[src/hdl/pts_pkg.sv]
package pts_pkg;

  localparam logic [2:0] ACT_TICK    = 3'd0;
  localparam logic [2:0] ACT_CREATE  = 3'd1;
  localparam logic [2:0] ACT_START   = 3'd2;
  localparam logic [2:0] ACT_STOP    = 3'd3;
  localparam logic [2:0] ACT_DESTROY = 3'd4;

  localparam logic [2:0] ST_DONE    = 3'd0;
  localparam logic [2:0] ST_IGNORED = 3'd1;
  localparam logic [2:0] ST_FIRED   = 3'd2;
  localparam logic [2:0] ST_IDLE    = 3'd3;
  localparam logic [2:0] ST_FULL    = 3'd4;

  typedef struct packed {
    logic [2:0]  action;
    logic [3:0]  timer_slot;
    logic [30:0] interval_ticks;
  } cmd_t;

  typedef struct packed {
    logic [2:0] status;
    logic [3:0] result_slot;
    logic       last;
  } res_t;

endpackage

[src/hdl/pts_cmd_fifo.sv]
module pts_cmd_fifo (
  input  logic          clk,
  input  logic          rst_n,
  input  logic          wr_valid,
  output logic          wr_ready,
  input  pts_pkg::cmd_t wr_data,
  output logic          rd_valid,
  input  logic          rd_ready,
  output pts_pkg::cmd_t rd_data
);

  pts_pkg::cmd_t mem_r [2];
  logic       wp_r, rp_r;
  logic [1:0] cnt_r;

  assign wr_ready = cnt_r != 2'd2;
  assign rd_valid = cnt_r != 2'd0;
  assign rd_data  = mem_r[rp_r];

  always_ff @(posedge clk) begin
    if (wr_valid && wr_ready) begin
      mem_r[wp_r] <= wr_data;
    end
  end

  always_ff @(posedge clk) begin
    if (!rst_n) begin
      wp_r  <= 1'b0;
      rp_r  <= 1'b0;
      cnt_r <= 2'd0;
    end else begin
      if (wr_valid && wr_ready) wp_r <= ~wp_r;
      if (rd_valid && rd_ready) rp_r <= ~rp_r;
      cnt_r <= cnt_r + 2'(wr_valid && wr_ready) - 2'(rd_valid && rd_ready);
    end
  end

endmodule

[src/hdl/pts_engine.sv]
module pts_engine #(
  parameter int NUM_TIMERS = 16
) (
  input  logic          clk,
  input  logic          rst_n,
  input  logic          cmd_valid,
  output logic          cmd_ready,
  input  pts_pkg::cmd_t cmd,
  output logic          res_valid,
  input  logic          res_ready,
  output pts_pkg::res_t res
);

  localparam int NS = (NUM_TIMERS < 16) ? NUM_TIMERS : 16;
  localparam int SW = (NS > 1) ? $clog2(NS) : 1;
  localparam int CW = $clog2(NS + 1);

  localparam logic [1:0] S_IDLE = 2'd0;
  localparam logic [1:0] S_SCAN = 2'd1;
  localparam logic [1:0] S_EMIT = 2'd2;

  logic [1:0]  state_r, state_nxt;
  logic [31:0] time_r, time_nxt;
  logic [31:0] seq_r, seq_nxt;
  logic [NS-1:0] used_r, used_nxt, sched_r, sched_nxt;
  logic [NS-1:0] cand_r, cand_nxt;
  logic [30:0] period_r [NS];
  logic [31:0] due_r [NS];
  logic [31:0] order_r [NS];
  logic [CW-1:0] idx_r, idx_nxt;
  logic [SW-1:0] best_r, best_nxt;
  logic [31:0]   bage_r, bage_nxt;
  logic          found_r, found_nxt;
  logic          ov_r, ov_nxt;
  pts_pkg::res_t ores_r, ores_nxt;

  logic          wr_en;
  logic [SW-1:0] wr_slot;
  logic [30:0]   wr_per;
  logic          per_we;
  logic          slot_ok;
  logic [SW-1:0] cslot;
  logic [SW-1:0] sidx;
  logic          cfree;
  logic [SW-1:0] free_slot;
  logic          out_free;
  logic          nxt_left;

  assign out_free  = !ov_r || res_ready;
  assign res_valid = ov_r;
  assign res       = ores_r;
  assign cmd_ready = (state_r == S_IDLE) && out_free;
  assign cslot     = cmd.timer_slot[SW-1:0];
  assign slot_ok   = ({28'd0, cmd.timer_slot} < 32'(NS)) && used_r[cslot];
  assign sidx      = idx_r[SW-1:0];

  always_comb begin
    cfree = 1'b0;
    free_slot = '0;
    for (int i = NS - 1; i >= 0; i--) begin
      if (!used_r[i]) begin
        cfree = 1'b1;
        free_slot = SW'(i);
      end
    end
  end

  always_comb begin
    state_nxt = state_r;
    time_nxt  = time_r;
    seq_nxt   = seq_r;
    used_nxt  = used_r;
    sched_nxt = sched_r;
    cand_nxt  = cand_r;
    idx_nxt   = idx_r;
    best_nxt  = best_r;
    bage_nxt  = bage_r;
    found_nxt = found_r;
    ov_nxt    = ov_r && !res_ready;
    ores_nxt  = ores_r;
    wr_en     = 1'b0;
    wr_slot   = cslot;
    wr_per    = cmd.interval_ticks;
    per_we    = 1'b0;
    nxt_left  = 1'b0;
    case (state_r)
      S_IDLE: begin
        if (cmd_valid && cmd_ready) begin
          ov_nxt   = 1'b1;
          ores_nxt = '{status: pts_pkg::ST_IGNORED, result_slot: 4'd0, last: 1'b1};
          case (cmd.action)
            pts_pkg::ACT_TICK: begin
              ov_nxt    = 1'b0;
              time_nxt  = time_r + 32'd1;
              cand_nxt  = '0;
              idx_nxt   = '0;
              state_nxt = S_SCAN;
            end
            pts_pkg::ACT_CREATE: begin
              if (cfree) begin
                used_nxt[free_slot]  = 1'b1;
                sched_nxt[free_slot] = 1'b0;
                ores_nxt.status      = pts_pkg::ST_DONE;
                ores_nxt.result_slot = 4'(free_slot);
              end else begin
                ores_nxt.status = pts_pkg::ST_FULL;
              end
            end
            pts_pkg::ACT_START: begin
              if (slot_ok && cmd.interval_ticks != 31'd0) begin
                wr_en  = 1'b1;
                per_we = 1'b1;
                sched_nxt[cslot] = 1'b1;
                seq_nxt = seq_r + 32'd1;
                ores_nxt.status = pts_pkg::ST_DONE;
              end
            end
            pts_pkg::ACT_STOP, pts_pkg::ACT_DESTROY: begin
              if (slot_ok) begin
                sched_nxt[cslot] = 1'b0;
                if (cmd.action == pts_pkg::ACT_DESTROY) used_nxt[cslot] = 1'b0;
                ores_nxt.status = pts_pkg::ST_DONE;
              end
            end
            default: ;
          endcase
        end
      end
      S_SCAN: begin
        if (used_r[sidx] && sched_r[sidx]
            && ((time_r - due_r[sidx]) & 32'h8000_0000) == 32'd0)
          cand_nxt[sidx] = 1'b1;
        if (idx_r == CW'(NS - 1)) begin
          idx_nxt   = '0;
          found_nxt = 1'b0;
          state_nxt = S_EMIT;
        end else begin
          idx_nxt = idx_r + CW'(1);
        end
        if (idx_r == CW'(NS - 1) && cand_nxt == '0) begin
          if (out_free) begin
            ov_nxt    = 1'b1;
            ores_nxt  = '{status: pts_pkg::ST_IDLE, result_slot: 4'd0, last: 1'b1};
            state_nxt = S_IDLE;
          end else begin
            state_nxt = S_SCAN;
            idx_nxt   = idx_r;
          end
        end
      end
      default: begin
        // pass over candidates picking the oldest, then emit and rearm it
        if (idx_r != CW'(NS)) begin
          if (cand_r[sidx] && (!found_r || (seq_r - order_r[sidx]) > bage_r)) begin
            found_nxt = 1'b1;
            best_nxt  = sidx;
            bage_nxt  = seq_r - order_r[sidx];
          end
          idx_nxt = idx_r + CW'(1);
        end else if (out_free) begin
          cand_nxt[best_r] = 1'b0;
          nxt_left = cand_nxt != '0;
          ov_nxt   = 1'b1;
          ores_nxt = '{status: pts_pkg::ST_FIRED, result_slot: 4'(best_r),
                       last: !nxt_left};
          wr_en   = 1'b1;
          wr_slot = best_r;
          wr_per  = period_r[best_r];
          seq_nxt = seq_r + 32'd1;
          idx_nxt   = '0;
          found_nxt = 1'b0;
          if (!nxt_left) state_nxt = S_IDLE;
        end
      end
    endcase
  end

  always_ff @(posedge clk) begin
    if (per_we) period_r[wr_slot] <= cmd.interval_ticks;
    if (wr_en) begin
      due_r[wr_slot]   <= time_r + {1'b0, wr_per};
      order_r[wr_slot] <= seq_r;
    end
  end

  always_ff @(posedge clk) begin
    if (!rst_n) begin
      state_r <= S_IDLE;
      time_r  <= '0;
      seq_r   <= '0;
      used_r  <= '0;
      sched_r <= '0;
      cand_r  <= '0;
      idx_r   <= '0;
      found_r <= 1'b0;
      ov_r    <= 1'b0;
    end else begin
      state_r <= state_nxt;
      time_r  <= time_nxt;
      seq_r   <= seq_nxt;
      used_r  <= used_nxt;
      sched_r <= sched_nxt;
      cand_r  <= cand_nxt;
      idx_r   <= idx_nxt;
      found_r <= found_nxt;
      ov_r    <= ov_nxt;
    end
  end

  always_ff @(posedge clk) begin
    best_r <= best_nxt;
    bage_r <= bage_nxt;
    ores_r <= ores_nxt;
  end

endmodule

[src/hdl/periodic_timer_scheduler.sv]
// a non-tick result is registered when the engine takes the command from the queue
// a tick scans the NS = min(NUM_TIMERS,16) usable slots in turn: an idle tick
// answers ST_IDLE; no command is taken until a tick's last fired slot is emitted
// throughput: one non-tick command per cycle while out_tready stays high
// a two-entry command queue lets new beats enter while a tick is in progress
// reset: synchronous active-low rst_n clears time, sequence and all slot flags
module periodic_timer_scheduler #(
  parameter int NUM_TIMERS = 16
) (
  input  logic        clk,
  input  logic        rst_n,
  input  logic        in_tvalid,
  output logic        in_tready,
  input  logic [39:0] in_tdata,   // action[2:0], timer_slot[6:3], interval_ticks[37:7]
  output logic        out_tvalid,
  input  logic        out_tready,
  output logic [7:0]  out_tdata,  // status[2:0], result_slot[6:3]
  output logic        out_tlast
);

  pts_pkg::cmd_t in_cmd, q_cmd;
  pts_pkg::res_t res;
  logic q_valid, q_ready;

  assign in_cmd = '{action: in_tdata[2:0], timer_slot: in_tdata[6:3],
                    interval_ticks: in_tdata[37:7]};

  pts_cmd_fifo u_fifo (
    .clk(clk), .rst_n(rst_n),
    .wr_valid(in_tvalid), .wr_ready(in_tready), .wr_data(in_cmd),
    .rd_valid(q_valid), .rd_ready(q_ready), .rd_data(q_cmd)
  );

  pts_engine #(.NUM_TIMERS(NUM_TIMERS)) u_engine (
    .clk(clk), .rst_n(rst_n),
    .cmd_valid(q_valid), .cmd_ready(q_ready), .cmd(q_cmd),
    .res_valid(out_tvalid), .res_ready(out_tready), .res(res)
  );

  assign out_tdata = {1'b0, res.result_slot, res.status};
  assign out_tlast = res.last;

`ifndef SYNTHESIS
  a_stall_hold: assert property (@(posedge clk) disable iff (!rst_n)
    out_tvalid && !out_tready |=> out_tvalid && $stable(out_tdata))
    else $error("result changed while stalled");
  a_fired_slot: assert property (@(posedge clk) disable iff (!rst_n)
    out_tvalid && out_tdata[2:0] != pts_pkg::ST_FIRED && out_tdata[2:0] != pts_pkg::ST_DONE
    |-> out_tdata[6:3] == 4'd0 && out_tlast)
    else $error("bad non-fire result");
`endif

endmodule

[config.mk]
export PLATFORM = sky130hd
export DESIGN_NAME = periodic_timer_scheduler
export DESIGN_NICKNAME = d
export VERILOG_FILES = /design/src/hdl/pts_pkg.sv /design/src/hdl/pts_cmd_fifo.sv /design/src/hdl/pts_engine.sv /design/src/hdl/periodic_timer_scheduler.sv
export SDC_FILE = /design/constraint.sdc
export NUM_CORES = 2
export LEC_CHECK = 0
export ABC_AREA = 1
export BUFFER_PORTS_ARGS = -buffer_cell sky130_fd_sc_hd__buf_4
export CORE_ASPECT_RATIO = 1.4
export CORE_MARGIN = 2
export CORE_UTILIZATION = 38
export DETAILED_ROUTE_END_ITERATION = 10
export PLACE_DENSITY_LB_ADDON = 0.08
export SLEW_MARGIN = 5
export SYNTH_ARGS = -nofsm -noshare
export SYNTH_HDL_FRONTEND = slang
export SYNTH_SLANG_ARGS = --single-unit
[constraint.sdc]
create_clock -name clk -period 16.3 [get_ports clk]
set_input_delay 3.26 -clock clk [delete_from_list [all_inputs] [get_ports clk]]
set_output_delay 3.26 -clock clk [all_outputs]
set_load 0.02 [all_outputs]
==> flow_summary.ini <==
[timing]
hold_violations = 0
maxSlewViolCount = 0
period_share_pct = 58.94
period_needed_ps = 9607
worst_slew_pin_slew_ps = 1220
rsz0062_at_grt = no
worst_clock_skew_ps = 54.12
fin_setup_tns_ps = 0
worst_slew_margin_rel_pct = 18.40
setup_viol_count_final = 0
max_freq_ghz = 0.1041

[placement]
placed_cells_incl_taps = 8847
port_buffers = 51
globalplace.congestion = 0.8633
dp_hpwl_mm = 123.1

[yosys]
synth_top_family_by_area = compound AO/OA/AOI/OAI gates
adder_and_majority_gate_portion_of_the_synthesized_area_pct = 2.271
synth-simple-area-share_pct = 10.67
synthDominantCellAreaShare_pct = 65.16
postSynth.asyncResetShare_pct = 0
ys_warn_count = 0
synth-compound-area-share_pct = 13.62
synth_area_per_cell_um2 = 11.83
synth_edf_count = 1640
largest_area_contributor_in_the_netlist = edfxtp_1
synth.yosys.seq_area_share_pct = 68.70
dominantRegCellSynth = edfxtp_1
synth_area_leaders = edfxtp_1 (65%), o21ai_0 (6.2%), nor2_1 (4.9%), dfxtp_1 (3.5%), o221ai_1 (3.5%)
synth_xor_area_share_pct = 0.9502
ys_seq_elements = 1774
synth.cell_area_um2 = 75580
yosys.cell_types.count = 71
synthesis.nets = 6567
number_of_standard_cells_after_synthesis = 6387
post_synthesis_mux_area_share_pct = 0

[worst_hold_path]
hold_path.startpoint = u_fifo.rp_r$_SDFFE_PN0P_
worstHoldPathType = reg2reg

[power]
net_switching_power_figure_w = 0.003223
cell_area_power_density_nw_per_um2 = 133.3
power_w = 0.01133
design_internal_power_w = 0.008112
vdd_drop_max_v = 0.00009893
switching_share_pct = 28.43
cellLeakagePower_nw = 27.99
seq_power_share_pct = 47.8
power.share.combinational_pct = 15.9
clock_power_share_pct = 36.4

[clock_tree]
clk_transition_reported_paths_ps = 60
post_cts_resized = 0
cts_tree = yes
cts.sinks = 1774
cts.htree.levels = 4
postCtsSetupBuffers = 0
cell_at_the_root_of_the_clock_tree = clkbuf_16
cts_made_buffers = 186
cts_hold_repair.buffers = 0
clock_latency_ps = 840
max-clock-path-buffers = 4

[floorplanning]
io_pins = 55
die-width_um = 380.9
die_h_um = 531.7
dieArea_um2 = 202500
standard_cell_rows = 193
start_util_pct = 38.26
coreArea_um2 = 197500

[layout]
register_area_um2 = 51960
fill_cells = 18630
final_net_count = 6583
instances_no_fill = 9176
area.growth.synth_to_final_pct = 12.48
area_of_combinational_cells_with_multiple_inputs_um2 = 21100
final_layout_size_suffix_gt1_share_pct = 8.728

[worst_setup_path]
maximum_single_stage_delay_on_the_critical_path_ps = 700
worst-setup-path-type = reg2reg
most_used_cell_along_the_critical_path = o21ai_1
cp_slowest_cell = buf_12
cp_required_ps = 16760
crit_path_start_kind = register
arrival_ps = 10060
endpoint_kind = register
critical_path.max_fanout = 210

[outcome]
status = finished clean

[detailed_routing]
via_per_inst = 5.522
drt.antenna.violating_nets = 0
firstDrtPassIters = 6
route.vias.total = 50670
wl_per_cell_um = 24.83
remaining_drc_errors = 0
drt_iter0_markers = 4149
drt_wl_total_mm = 227.8

[global_routing]
grt_first_pass_wirelength_mm = 335.2
largest_net_degree_at_the_start_of_global_routing = 211
grt.overflow.total = 0
grt.total_usage_pct = 22.00
antenna_found_initial = 3
grt_pass1_vias = 50180

[run]
maxCapViolCount = 0
-- registers in the layout, indices dropped and copies added, names as in the netlist, 2 cells and up, named ones only --
register           cells
u_engine.due_r       512
u_engine.res           8
u_engine.bage_r       32
u_engine.state_r       2
u_engine.seq_r        32
u_engine.idx_r         5
u_engine.time_r       32
u_engine.used_r       16
u_fifo.cnt_r           2
u_fifo.mem_r          76
u_engine.cand_r       16
u_engine.period_r    496
u_engine.order_r     512
u_engine.best_r        4
u_engine.sched_r      16
-- layer usage --
| metal | up-vias | global-route usage (%) | wire, µm |
|---|---|---|---|
| li1 | 23500 | - | - |
| met1 | 25660 | 27.87 | 95840 |
| met2 | 1149 | 39.56 | 117000 |
| met3 | 363 | 2.301 | 8757 |
| met4 | 0 | 6.392 | 6279 |
| met5 | - | 0 | 0 |
-- worst paths after layout --
path                                       end  slack, ps  cells past startpoint
setup reg to reg  u_engine.bage_r[3]$_DFFE_PN_       6690                     33
hold / removal                        register        440                      1
hold reg to reg                       register        440                      1
setup / recovery  u_engine.bage_r[3]$_DFFE_PN_       6690                     33
-- cell type report --
class | count | area share (%)
Antenna cell | 2 | 0.005887
Clock buffer | 246 | 5.899
Clock inverter | 81 | 0.8345
Inverter | 372 | 1.678
Multi-Input combinational cell | 3874 | 24.81
Sequential cell | 1774 | 61.11
Tap cell | 2632 | 3.874
Timing Repair Buffer | 195 | 1.781
-- layout by cell type, fill, tap and decap left out, types with 6 or more instances in the layout --
| cell | n |
|---|---|
| edfxtp_1 | 1640 |
| nor2_1 | 960 |
| o21ai_0 | 934 |
| nand2_1 | 537 |
| inv_1 | 352 |
| o221ai_1 | 300 |
| a21oi_1 | 220 |
| nand3_1 | 213 |
| buf_4 | 191 |
| clkbuf_16 | 190 |
| ha_1 | 134 |
| dfxtp_1 | 125 |
| o22ai_1 | 86 |
| o211ai_1 | 70 |
| xor2_1 | 59 |
| clkbuf_1 | 51 |
| nand4_1 | 43 |
| nor3_1 | 40 |
| nor2_4 | 39 |
| clkinv_1 | 34 |
| clkinv_2 | 28 |
| o21ai_1 | 26 |
| nor4_1 | 26 |
| a31oi_1 | 22 |
| xnor2_1 | 21 |
| a211oi_1 | 20 |
| or2_2 | 16 |
| o21a_1 | 12 |
| bufinv_16 | 12 |
| inv_2 | 10 |
| nor2_2 | 10 |
| a21boi_0 | 7 |
| nand2_2 | 6 |
| dfxtp_4 | 6 |
-- Yosys cell counts, drive strengths merged, types with 2 or more instances --
| library cell | n |
|---|---|
| nor3b | 4 |
| xor2 | 60 |
| clkinv | 3 |
| edfxtp | 1640 |
| o21a | 12 |
| o21bai | 3 |
| o21ai | 964 |
| a31oi | 22 |
| nor2 | 1010 |
| and3 | 5 |
| a41oi | 2 |
| clkbuf | 324 |
| nand3 | 217 |
| a21o | 4 |
| o211ai | 70 |
| inv | 369 |
| a211oi | 20 |
| nor4 | 27 |
| a21boi | 7 |
| o31ai | 3 |
| o311ai | 2 |
| nand3b | 3 |
| o22ai | 86 |
| buf | 43 |
| nand2 | 548 |
| xnor2 | 22 |
| ha | 134 |
| fa | 2 |
| o221ai | 300 |
| a21oi | 221 |
| or2 | 21 |
| nand4 | 45 |
| dfxtp | 134 |
| nor3 | 46 |
| o32ai | 2 |
| o221a | 3 |
| or4 | 3 |
-- stage by stage --
| step | cell area (µm²) | hold slack [ps] | util, % | setup WS, ps |
|---|---|---|---|---|
| final | 85010 | 443.9 | 43.04 | 6693 |
| after global routing | 85010 | 462.9 | 43.04 | 5824 |
| after CTS | 84990 | 441.9 | 43.03 | 6541 |
| after detailed placement | 79270 | 433.5 | 40.13 | 6555 |
| after global placement | 79270 | 427.4 | 40.13 | 6648 |
| after floorplan | 75580 | 402.9 | - | 7822 |
-- power by group through the flow --
stage | registers, W | clock network (W) | logic [W]
floorplan | 0.00549 | 0 | 0.00111
global placement | 0.00551 | 0 | 0.00181
detailed placement | 0.00551 | 0 | 0.00183
CTS | 0.00541 | 0.00422 | 0.00183
global route | 0.00542 | 0.00438 | 0.00201
finish | 0.00541 | 0.00412 | 0.00180
-- worst max-delay path, delay by kind of cell (launching register included) --
| family | cells | cell delay [ps] |
|---|---|---|
| buffers and inverters | 7 | 2180 |
| XOR/XNOR | 1 | 170 |
| AO/OA/AOI/OAI | 14 | 3510 |
| adder cells (fa/ha/maj) | 3 | 830 |
| AND/OR/NAND/NOR | 8 | 1810 |
| flip-flops | 1 | 530 |
-- cells by family after synthesis --
logic type,Yosys count
adder cells (fa/ha/maj),136
flip-flops,1774
AND/OR/NAND/NOR,1929
AO/OA/AOI/OAI,1726
other,1
XOR/XNOR,82
buffers and inverters,739
No activity file was read; power rests on OpenSTA's default activity.
